[src/design/insertion_sorter_with_counts_top_defines.svh]
// ----------------------------------------------------------------------------
// insertion sorter assertion macros
// concurrent assertion helpers, empty when synthesising
// ----------------------------------------------------------------------------
`ifndef INSERTION_SORTER_WITH_COUNTS_TOP_DEFINES_SVH
`define INSERTION_SORTER_WITH_COUNTS_TOP_DEFINES_SVH

`ifndef SYNTHESIS
// property check on the rising clock edge, off while reset is held
`define ISC_ASSERT(lbl, clk, rst_n, prop, msg) \
  lbl: assert property (@(posedge clk) disable iff (!rst_n) prop) else $error(msg);
// expression that must never be true
`define ISC_ASSERT_NEVER(lbl, clk, rst_n, expr, msg) \
  `ISC_ASSERT(lbl, clk, rst_n, !(expr), msg)
`else
`define ISC_ASSERT(lbl, clk, rst_n, prop, msg)
`define ISC_ASSERT_NEVER(lbl, clk, rst_n, expr, msg)
`endif

`endif

[src/design/isc_pkg.sv]
// ----------------------------------------------------------------------------
// insertion sorter package
// shared widths and the command and status groups between controller and datapath
// ----------------------------------------------------------------------------
package isc_pkg;

  localparam int unsigned VALUE_W = 32;
  localparam int unsigned COUNT_W = 12;
  localparam logic [COUNT_W-1:0] COUNT_MAX = 12'd4095;

  // controller to datapath
  typedef struct packed {
    logic capture;    // latch incoming value and start position
    logic rd_prev;    // read entry below the insertion position
    logic shift;      // move read entry up one place, count it
    logic place;      // write value at insertion position
    logic emit_rd;    // read entry at output index
    logic emit_load;  // load output register
    logic emit_next;  // advance output index
    logic clear_set;  // empty the store and counters
  } cmd_t;

  // datapath to controller
  typedef struct packed {
    logic full;       // store holds the maximum number of entries
    logic pos_zero;   // insertion position at the bottom
    logic greater;    // read entry orders after the value
    logic last_q;     // captured value closes the set
    logic out_last;   // output register holds the final result
  } sts_t;

endpackage

[src/design/isc_dp.sv]
// ----------------------------------------------------------------------------
// insertion sorter datapath
// sorted store memory, insertion pointer, saturating counters, output register
// ----------------------------------------------------------------------------
`include "insertion_sorter_with_counts_top_defines.svh"

module isc_dp #(
  parameter int unsigned MAX_ELEMENTS = 64
) (
  input  logic                         clk_i,
  input  logic                         rst_ni,
  input  isc_pkg::cmd_t                cmd_i,
  output isc_pkg::sts_t                sts_o,
  input  logic [isc_pkg::VALUE_W-1:0]  in_value_i,
  input  logic                         in_last_i,
  output logic [isc_pkg::VALUE_W-1:0]  out_value_o,
  output logic                         out_last_o,
  output logic [isc_pkg::COUNT_W-1:0]  out_cmp_o,
  output logic [isc_pkg::COUNT_W-1:0]  out_swap_o
);
  import isc_pkg::*;

  localparam int unsigned AW = (MAX_ELEMENTS > 1) ? $clog2(MAX_ELEMENTS) : 1;
  localparam int unsigned CW = $clog2(MAX_ELEMENTS + 1);
  localparam logic [CW-1:0] FILL_MAX = CW'(MAX_ELEMENTS);

  logic [VALUE_W-1:0] store_mem [MAX_ELEMENTS];
  logic [VALUE_W-1:0] rd_data_q;

  logic [CW-1:0]      fill_q, fill_d;
  logic [COUNT_W-1:0] cmp_q, cmp_d;
  logic [COUNT_W-1:0] swap_q, swap_d;
  logic [AW-1:0]      pos_q;
  logic [AW-1:0]      idx_q;
  logic               moved_q;
  logic [VALUE_W-1:0] val_q;
  logic               last_q;

  logic [VALUE_W-1:0] out_value_q;
  logic               out_last_q;
  logic [COUNT_W-1:0] out_cmp_q;
  logic [COUNT_W-1:0] out_swap_q;

  logic               rd_en, wr_en;
  logic [AW-1:0]      rd_addr, wr_addr;
  logic [VALUE_W-1:0] wr_data;
  logic [COUNT_W:0]   swap_sum;
  logic               emit_last;

  assign rd_en   = cmd_i.rd_prev | cmd_i.emit_rd;
  assign rd_addr = cmd_i.emit_rd ? idx_q : (pos_q - AW'(1));
  assign wr_en   = cmd_i.shift | cmd_i.place;
  assign wr_addr = pos_q;
  assign wr_data = cmd_i.shift ? rd_data_q : val_q;

  // the first shift also counts the move of the value itself
  assign swap_sum  = {1'b0, swap_q} + (moved_q ? (COUNT_W+1)'(1) : (COUNT_W+1)'(2));
  assign emit_last = (CW'(idx_q) == (fill_q - CW'(1)));

  always_comb begin
    fill_d = fill_q;
    cmp_d  = cmp_q;
    swap_d = swap_q;
    if (cmd_i.clear_set) begin
      fill_d = '0;
      cmp_d  = '0;
      swap_d = '0;
    end else begin
      if (cmd_i.place) begin
        fill_d = fill_q + CW'(1);
      end
      if (cmd_i.shift) begin
        cmp_d  = (cmp_q == COUNT_MAX) ? COUNT_MAX : (cmp_q + COUNT_W'(1));
        swap_d = (swap_sum > {1'b0, COUNT_MAX}) ? COUNT_MAX : swap_sum[COUNT_W-1:0];
      end
    end
  end

  always_ff @(posedge clk_i or negedge rst_ni) begin
    if (!rst_ni) begin
      fill_q <= '0;
      cmp_q  <= '0;
      swap_q <= '0;
    end else begin
      fill_q <= fill_d;
      cmp_q  <= cmp_d;
      swap_q <= swap_d;
    end
  end

  always_ff @(posedge clk_i) begin
    if (cmd_i.capture) begin
      val_q   <= in_value_i;
      last_q  <= in_last_i;
      pos_q   <= fill_q[AW-1:0];
      moved_q <= 1'b0;
      idx_q   <= '0;
    end
    if (cmd_i.shift) begin
      pos_q   <= pos_q - AW'(1);
      moved_q <= 1'b1;
    end
    if (cmd_i.emit_next) begin
      idx_q <= idx_q + AW'(1);
    end
    if (cmd_i.emit_load) begin
      out_value_q <= rd_data_q;
      out_last_q  <= emit_last;
      out_cmp_q   <= cmp_q;
      out_swap_q  <= swap_q;
    end
  end

  always_ff @(posedge clk_i) begin
    if (wr_en) begin
      store_mem[wr_addr] <= wr_data;
    end
    if (rd_en) begin
      rd_data_q <= store_mem[rd_addr];
    end
  end

  assign sts_o.full     = (fill_q == FILL_MAX);
  assign sts_o.pos_zero = (pos_q == '0);
  assign sts_o.greater  = ($signed(rd_data_q) > $signed(val_q));
  assign sts_o.last_q   = last_q;
  assign sts_o.out_last = out_last_q;

  assign out_value_o = out_value_q;
  assign out_last_o  = out_last_q;
  assign out_cmp_o   = out_cmp_q;
  assign out_swap_o  = out_swap_q;

  `ISC_ASSERT(a_fill_bound, clk_i, rst_ni, fill_q <= FILL_MAX, "store fill beyond capacity")
  `ISC_ASSERT_NEVER(a_rw_clash, clk_i, rst_ni, rd_en && wr_en, "store read and write in one cycle")
  `ISC_ASSERT(a_place_fill, clk_i, rst_ni, cmd_i.place |=> fill_q == $past(fill_q) + CW'(1),
              "placement did not grow the store")

endmodule

[src/design/isc_ctrl.sv]
// ----------------------------------------------------------------------------
// insertion sorter controller
// sequences capture, compare and shift steps, then the read-out of the set
// ----------------------------------------------------------------------------
`include "insertion_sorter_with_counts_top_defines.svh"

module isc_ctrl (
  input  logic          clk_i,
  input  logic          rst_ni,
  input  logic          in_valid_i,
  input  logic          in_last_i,
  output logic          in_ready_o,
  output logic          out_valid_o,
  input  logic          out_ready_i,
  output isc_pkg::cmd_t cmd_o,
  input  isc_pkg::sts_t sts_i
);
  import isc_pkg::*;

  localparam logic [2:0] ST_IDLE    = 3'd0;
  localparam logic [2:0] ST_INS_RD  = 3'd1;
  localparam logic [2:0] ST_INS_CMP = 3'd2;
  localparam logic [2:0] ST_EMIT_RD = 3'd3;
  localparam logic [2:0] ST_EMIT_LD = 3'd4;
  localparam logic [2:0] ST_EMIT_WT = 3'd5;

  logic [2:0] state_q, state_d;

  always_comb begin
    state_d = state_q;
    cmd_o   = '0;
    case (state_q)
      ST_IDLE: begin
        if (in_valid_i) begin
          cmd_o.capture = 1'b1;
          if (!sts_i.full) begin
            state_d = ST_INS_RD;
          end else if (in_last_i) begin
            state_d = ST_EMIT_RD;
          end
        end
      end
      ST_INS_RD: begin
        if (sts_i.pos_zero) begin
          cmd_o.place = 1'b1;
          state_d     = sts_i.last_q ? ST_EMIT_RD : ST_IDLE;
        end else begin
          cmd_o.rd_prev = 1'b1;
          state_d       = ST_INS_CMP;
        end
      end
      ST_INS_CMP: begin
        if (sts_i.greater) begin
          cmd_o.shift = 1'b1;
          state_d     = ST_INS_RD;
        end else begin
          cmd_o.place = 1'b1;
          state_d     = sts_i.last_q ? ST_EMIT_RD : ST_IDLE;
        end
      end
      ST_EMIT_RD: begin
        cmd_o.emit_rd = 1'b1;
        state_d       = ST_EMIT_LD;
      end
      ST_EMIT_LD: begin
        cmd_o.emit_load = 1'b1;
        state_d         = ST_EMIT_WT;
      end
      ST_EMIT_WT: begin
        if (out_ready_i) begin
          if (sts_i.out_last) begin
            cmd_o.clear_set = 1'b1;
            state_d         = ST_IDLE;
          end else begin
            cmd_o.emit_next = 1'b1;
            state_d         = ST_EMIT_RD;
          end
        end
      end
      default: begin
        state_d = ST_IDLE;
      end
    endcase
  end

  always_ff @(posedge clk_i or negedge rst_ni) begin
    if (!rst_ni) begin
      state_q <= ST_IDLE;
    end else begin
      state_q <= state_d;
    end
  end

  assign in_ready_o  = (state_q == ST_IDLE);
  assign out_valid_o = (state_q == ST_EMIT_WT);

  `ISC_ASSERT_NEVER(a_no_overlap, clk_i, rst_ni, in_ready_o && out_valid_o,
                    "input and output open together")
  `ISC_ASSERT(a_set_done, clk_i, rst_ni, out_valid_o && out_ready_i && sts_i.out_last |=> in_ready_o,
              "input not reopened after final result")

endmodule

[src/design/insertion_sorter_with_counts_top.sv]
// ----------------------------------------------------------------------------
// insertion sorter with counts
// sorts a set of signed values, then streams it out with compare and swap counts
// ----------------------------------------------------------------------------
// channel  direction  tdata                                      tlast
// s_axis   in         [31:0] element_value                       last_element
// m_axis   out        [31:0] sorted_value, [43:32] comparison,   last_result
//                     [55:44] swap count
//
// an item that shifts stored entries is paced by the single-port store: each
// step reads one entry and then writes it one place up
// read-out reads, loads and then offers each result in turn, waiting on any output stall
// reset empties the store and clears both counters; no clearing pass is needed
// input is held off from the last item of a set until its final result transfers
// ----------------------------------------------------------------------------
module insertion_sorter_with_counts_top #(
  parameter int unsigned MAX_ELEMENTS = 64
) (
  input  logic        clk_i,
  input  logic        rst_ni,
  input  logic        s_axis_tvalid,
  output logic        s_axis_tready,
  input  logic [31:0] s_axis_tdata,   // [31:0] element_value
  input  logic        s_axis_tlast,
  output logic        m_axis_tvalid,
  input  logic        m_axis_tready,
  output logic [55:0] m_axis_tdata,   // [31:0] sorted_value, [43:32] comparison_count,
                                      // [55:44] swap_count
  output logic        m_axis_tlast
);
  import isc_pkg::*;

  cmd_t               cmd;
  sts_t               sts;
  logic [VALUE_W-1:0] out_value;
  logic [COUNT_W-1:0] out_cmp;
  logic [COUNT_W-1:0] out_swap;

  isc_ctrl u_ctrl (
    .clk_i       (clk_i),
    .rst_ni      (rst_ni),
    .in_valid_i  (s_axis_tvalid),
    .in_last_i   (s_axis_tlast),
    .in_ready_o  (s_axis_tready),
    .out_valid_o (m_axis_tvalid),
    .out_ready_i (m_axis_tready),
    .cmd_o       (cmd),
    .sts_i       (sts)
  );

  isc_dp #(
    .MAX_ELEMENTS (MAX_ELEMENTS)
  ) u_dp (
    .clk_i       (clk_i),
    .rst_ni      (rst_ni),
    .cmd_i       (cmd),
    .sts_o       (sts),
    .in_value_i  (s_axis_tdata),
    .in_last_i   (s_axis_tlast),
    .out_value_o (out_value),
    .out_last_o  (m_axis_tlast),
    .out_cmp_o   (out_cmp),
    .out_swap_o  (out_swap)
  );

  assign m_axis_tdata = {out_swap, out_cmp, out_value};

endmodule
[config.mk]
export PLATFORM = sky130hd
export DESIGN_NAME = insertion_sorter_with_counts_top
export DESIGN_NICKNAME = d
export VERILOG_FILES = /design/src/design/isc_pkg.sv /design/src/design/isc_dp.sv /design/src/design/isc_ctrl.sv /design/src/design/insertion_sorter_with_counts_top.sv
export VERILOG_INCLUDE_DIRS = /design/src /design/src/design
export SDC_FILE = /design/constraint.sdc
export NUM_CORES = 2
export LEC_CHECK = 0
export BUFFER_PORTS_ARGS = -buffer_cell sky130_fd_sc_hd__buf_2
export CORE_MARGIN = 2
export CORE_UTILIZATION = 30
export CTS_BUF_LIST = sky130_fd_sc_hd__clkbuf_4 sky130_fd_sc_hd__clkbuf_8
export DETAILED_ROUTE_END_ITERATION = 12
export PLACE_DENSITY_LB_ADDON = 0.08
export SYNTH_ARGS = -nofsm -noshare
export SYNTH_HDL_FRONTEND = slang
export SYNTH_SLANG_ARGS = --single-unit
[constraint.sdc]
create_clock -name clk_i -period 13.75 [get_ports clk_i]
set_clock_uncertainty 0.1 [all_clocks]
set_input_delay 3.4375 -clock clk_i [delete_from_list [all_inputs] [get_ports clk_i]]
set_output_delay 3.4375 -clock clk_i [all_outputs]
set_load 0.01 [all_outputs]
# == Yosys cells after proc, flatten, opt, wreduce, memory -nomap -nowiden ==
# Memory sizes are Yosys's and may differ from the RTL's. A register that Yosys moved wholly into a read port is not among the register bits.
# Index checks and enable logic that the tools add are counted.
# op_classes
n_addsub,6
multipliers,0
shift,0
bitwise_logic,2
n_mux,41
order_cmp,2
n_eq_ne,11
reduce_logical,7
div_mod_pow,0
# op_table
operator,count
$mux W12,6
$gt A32 B32 Y1,1
$mux W32,1
$mux W6,5
$mux W3,6
$pmux W3 S6,1
$mux W1,14
$mux W7,2
$add A12 B13 Y13,1
$gt A13 B12 Y1 const B,1
$add A12 B1 Y12 const B,1
$eq A12 B12 Y1 const B,1
$mux W2,5
$reduce_bool A2 Y1,4
$add A7 B1 Y7 const B,1
$eq A6 B7 Y1,1
$eq A7 B7 Y1 const B,1
$sub A7 B1 Y7 const B,1
$add A6 B1 Y6 const B,1
$eq A3 B2 Y1 const B,2
$eq A3 B3 Y1 const B,2
$logic_not A6 Y1,1
$sub A6 B1 Y6 const B,1
$eq A3 B1 Y1 const B,1
7 further kinds,8
# word_totals
mem_count,1
latch_bits,0
ram_bits,2048
elab_cells,83
in_bits,37
romBits,0
register_bits,137
output_inout_bits,59
# mem_list
memory,depth,width,rd,rd_ports_with_merged_regs,write_ports,line_no,source
u_dp.store_mem,64,32,1,1,1,isc_dp.sv:27,logic [VALUE_W-1:0] store_mem [MAX_ELEMENTS];

# == Logic depth before layout (Yosys ltp) ==
# logic_depth
depth_word,6
mapped_depth,13

# == Hierarchy ==
# From an unflattened synthesis, not the netlist that was laid out.
# hier_totals
hier_cells,8189
area_unflattened_um2,100353.7
# by_module_without_submodules
module,area_per_inst_um2,cells_per_inst,n_inst
isc_dp,100048.5,8148,1
isc_ctrl,305.3,41,1

# == Worst setup path after synthesis ==
# No wires, ideal clock.
# synth_path
kind,register to register
from,"register u_dp.rd_data_q[14], read port of u_dp.store_mem"
to,memory u_dp.store_mem[0][25] (data pin)
slack_ns,8.128
stages_incl_launch_ff,11
arrival_time_ns,4.820
cell_sequence,edfxtp_1 ha_1 a21oi_1 nand2_1 a221o_1 o31a_1 nor3b_2 nor3_2 buf_2 clkbuf_1 o21ai_0
# synth_via
elab_chain_len,4
# synth_lines
item,line_no,source
from (decl),isc_dp.sv:28,logic [VALUE_W-1:0] rd_data_q;
$gt A32 B32 Y1,isc_dp.sv:125,assign sts_o.greater = ($signed(rd_data_q) > $signed(val_q));
$mux W1,isc_ctrl.sv:53,if (sts_i.greater) begin
$mux W1,isc_ctrl.sv:32,case (state_q)
$mux W32,isc_dp.sv:54,assign wr_data = cmd_i.shift ? rd_data_q : val_q;
named net u_dp.wr_data[25],isc_dp.sv:46,logic [VALUE_W-1:0] wr_data;
to (decl),isc_dp.sv:27,
# The timed path passes the listed nets, and every way through them passes these cells.

# == Final worst setup path ==
# layout_path
from,register u_ctrl.state_q[1]
to,output port s_axis_tready
# layout_via
elab_chain_len,1
# layout_lines
item,line_no,source
from (decl),isc_ctrl.sv:27,"logic [2:0] state_q, state_d;"
from (signal assigned),isc_ctrl.sv:90,state_q <= state_d;
$logic_not A3 Y1,isc_ctrl.sv:94,assign in_ready_o = (state_q == ST_IDLE);
to (decl),insertion_sorter_with_counts_top.sv:22,"output logic s_axis_tready,"
# No other way between the ends.

==> flow_summary.ini <==
[synth]
netlist_area_um2 = 85590
netlist_instances = 4005
synth.lib_cells_used.distinct = 74
post-synth-top-area-cell = sky130_fd_sc_hd__edfxtp_1
synth-warning-count = 0
synthesis.area_per_instance_um2 = 21.37
postSynth.asyncResetShare_pct = 1.534
yosys_register_bits = 2217
yosysSeqAreaShare_pct = 77.57
dominantRegCellSynth = sky130_fd_sc_hd__edfxtp_1
synth.net_count = 4082
synth_area_leaders = sky130_fd_sc_hd__edfxtp_1, sky130_fd_sc_hd__mux4_2, sky130_fd_sc_hd__a22oi_1
yosysTopAreaCellShare_pct = 76.56
number_of_synthesized_flops_with_an_enable_pin = 2182

[floorplanning]
fp.dieH_um = 538.1
standard_cell_row_count = 196
die_w_um = 538.1
core_area_um2 = 284500
start_util_pct = 30.09
die_area_um2 = 289600
top_level_ports = 96

[worst_setup_path]
setup.reg_to_reg.worst_slack_ps = 7760
cp_data_required_time_ps = 10210
critical_path.reg2reg.endpoint = u_dp.rd_data_q[31]$_DFFE_PP_
critPathCaptureType = output port
worstPathMaxFanout = 15
critical_path.reg2reg.startpoint = u_ctrl.state_q[1]$_DFFE_PN0P_
setup.worst_path.class = reg -> out
count_of_cells_along_the_worst_register_to_register_path = 10
timing.critical_path.arrival_ps = 2450
crit_path_start = u_ctrl.state_q[1]$_DFFE_PN0P_
critical_path.startpoint_type = register
worstSetupEndpoint = s_axis_tready

[global_routing]
grt_first_pass_wirelength_mm = 387.2
global_route_total_overflow = 0
grt_start_max_net_pins = 99
vias_in_the_first_global_route = 44583
grtUsageTotal_pct = 19.58
antenna_found_initial = 26

[power]
power.static_leakage_uw = 0.03117
power.density_cell_area_nw_per_um2 = 239.4
post_layout_total_power_uw = 23800
peakVddDrop_uv = 217.4

[layout]
post_layout_nonfiller_instances = 8522
final_nets = 4514
mostFrequentLayoutCells = sky130_fd_sc_hd__edfxtp_1, sky130_fd_sc_hd__mux4_2, sky130_fd_sc_hd__clkbuf_8
fillCellCount = 26591
final_common_cell = sky130_fd_sc_hd__edfxtp_1
layout_area_growth_over_synthesis_pct = 16.17
drive_above_1_share_pct = 31.73

[routing]
vias = 43630
drc = 0
drt-vias-per-instance = 5.120
antenna_left = 0
drt-pass1-iter-count = 6
initialDrtViolationCount = 4233
wl_per_cell_um = 33.64
routed_wl_mm = 286.7

[clocking]
clk_root_buffer_cell = sky130_fd_sc_hd__clkbuf_8
cts_tree = built
post_cts_hold_buffer_count = 0
clk-insertion-delay-late_ps = 1010
clock_tree.buffer_depth = 4
cts_num_sinks = 2217
cts_repair_resize_count = 0
post_cts.repair.setup_buffers = 0
cts_htree_levels = 5
clk_transition_reported_paths_ps = 60
tritoncts.num_buffers = 397

[timing]
tightest_slew_ps = 1330
report.final.setup_viol = 0
timing.final.max_slew_violations = 0
timing.final.crit_share_pct = 43.57
final.setup.worst_slack_ps = 7760
grt_setup_unrepaired = false
setup-tns-final_ps = 0
final.hold.worst_slack_ps = 385.7
report.final.hold_viol_count = 0
max_freq_mhz = 166.9
final.min_clock_period_ps = 5990
slew_headroom_pct = 11.33

[placed_design]
detailedPlace.worstSlack_ps = 7687
placed_cells_incl_taps = 7800
routabilityCongestion = 0.7703
place.port_buffers = 95
dp_hpwl_mm = 158.3

[worst_hold_path]
hp-class = reg -> reg
holdPathStages = 0

[run_status]
run_status = finished, final reports clean

[job]
cap_viol_max_count = 0
==> per-layer routing <==
metal	vias to the layer above	global-route usage, %	part of all wire [%]
li1	17770	-	-
met1	24020	28.48	46
met2	1487	30.52	46
met3	353	3.344	6.0
met4	0	4.739	2.0
met5	-	0	0
==> cell type report <==
type	count	area, um2	share of cell area, %
Clock buffer	542	6615	6.653
Sequential cell	2217	66390	66.78
Timing Repair Buffer	249	1735	1.745
Multi-Input combinational cell	1525	18800	18.91
Clock inverter	148	917.1	0.9225
Inverter	47	176.4	0.1774
Tap cell	3762	4707	4.734
Antenna cell	32	80.08	0.08054
==> sequential cells by signal, indices dropped and copies added, names as in the netlist <==
signal and flops:
u_dp.store_mem 2048, u_dp.out_value_o 32, u_dp.val_q 32, u_dp.out_swap_o 12, u_dp.moved_q 1, u_dp.last_q 1, u_dp.rd_data_q 32, u_dp.swap_q 12
u_dp.out_last_o 1, u_dp.fill_q 7, u_dp.idx_q 6, u_dp.out_cmp_o 12, u_dp.cmp_q 12, u_dp.pos_q 6, u_ctrl.state_q 3
==> worst max-delay path: stages, from the launching register on <==
cell,delay [ps]
sky130_fd_sc_hd__dfrtp_1,580
sky130_fd_sc_hd__nor3_1,620
sky130_fd_sc_hd__buf_2,260
==> logic make-up after synthesis <==
family | Yosys count | synth area share [%]
AOI/OAI and AO/OA | 437 | 3.487
xor gates and xnor gates | 16 | 0.1637
adders and majority gates | 40 | 0.5935
buffers and inverters | 263 | 1.554
DFF | 2217 | 77.57
muxes | 557 | 14.05
and+or+nand+nor | 475 | 2.582
==> per-stage QoR <==
stage	cell area (um2)	utilization (%)
after floorplan	85590	-
after global placement	91800	32.27
after detailed placement	91810	32.27
after CTS	99340	34.92
after global routing	99400	34.94
final	99420	34.95
==> worst min-delay path by stage <==
stage	startpoint	end	slack, ps
finish	u_dp.swap_q[5]$_DFFE_PN0P_	u_dp.out_swap_o[5]$_DFFE_PP_	390
global route	u_dp.swap_q[5]$_DFFE_PN0P_	u_dp.out_swap_o[5]$_DFFE_PP_	400
CTS	u_dp.swap_q[5]$_DFFE_PN0P_	u_dp.out_swap_o[5]$_DFFE_PP_	390
detailed placement	u_dp.swap_q[5]$_DFFE_PN0P_	u_dp.out_swap_o[5]$_DFFE_PP_	370
global placement	u_dp.swap_q[5]$_DFFE_PN0P_	u_dp.out_swap_o[5]$_DFFE_PP_	380
floorplan	u_dp.rd_data_q[0]$_DFFE_PP_	u_dp.out_value_o[0]$_DFFE_PP_	340
==> synthesized netlist by cell type (all sizes together), types with 6 or more instances <==
cell type  instances
edfxtp          2182
mux4             512
nand2            202
a22oi            149
buf              146
nor2             105
a21oi             91
clkbuf            70
o21ai             65
nand3             61
inv               47
ha                39
mux2i             39
dfrtp             34
nor3              23
a31oi             22
a22o              18
a32o              13
and4              13
o221ai            13
a21o              12
nand4             12
a311oi             9
and3               9
xor2               9
and2               8
o211ai             8
o31ai              7
or3                7
xnor2              7
mux2               6
==> report_power, final <==
| group | leakage (uW) | total (uW) | switching (uW) | internal [uW] |
|---|---|---|---|---|
| logic | 0.00705 | 8920 | 5980 | 2940 |
| registers | 0.0201 | 8870 | 364 | 8500 |
| clock network | 0.00402 | 6020 | 2760 | 3250 |
Note: power is estimated with default switching activity, not from simulation.
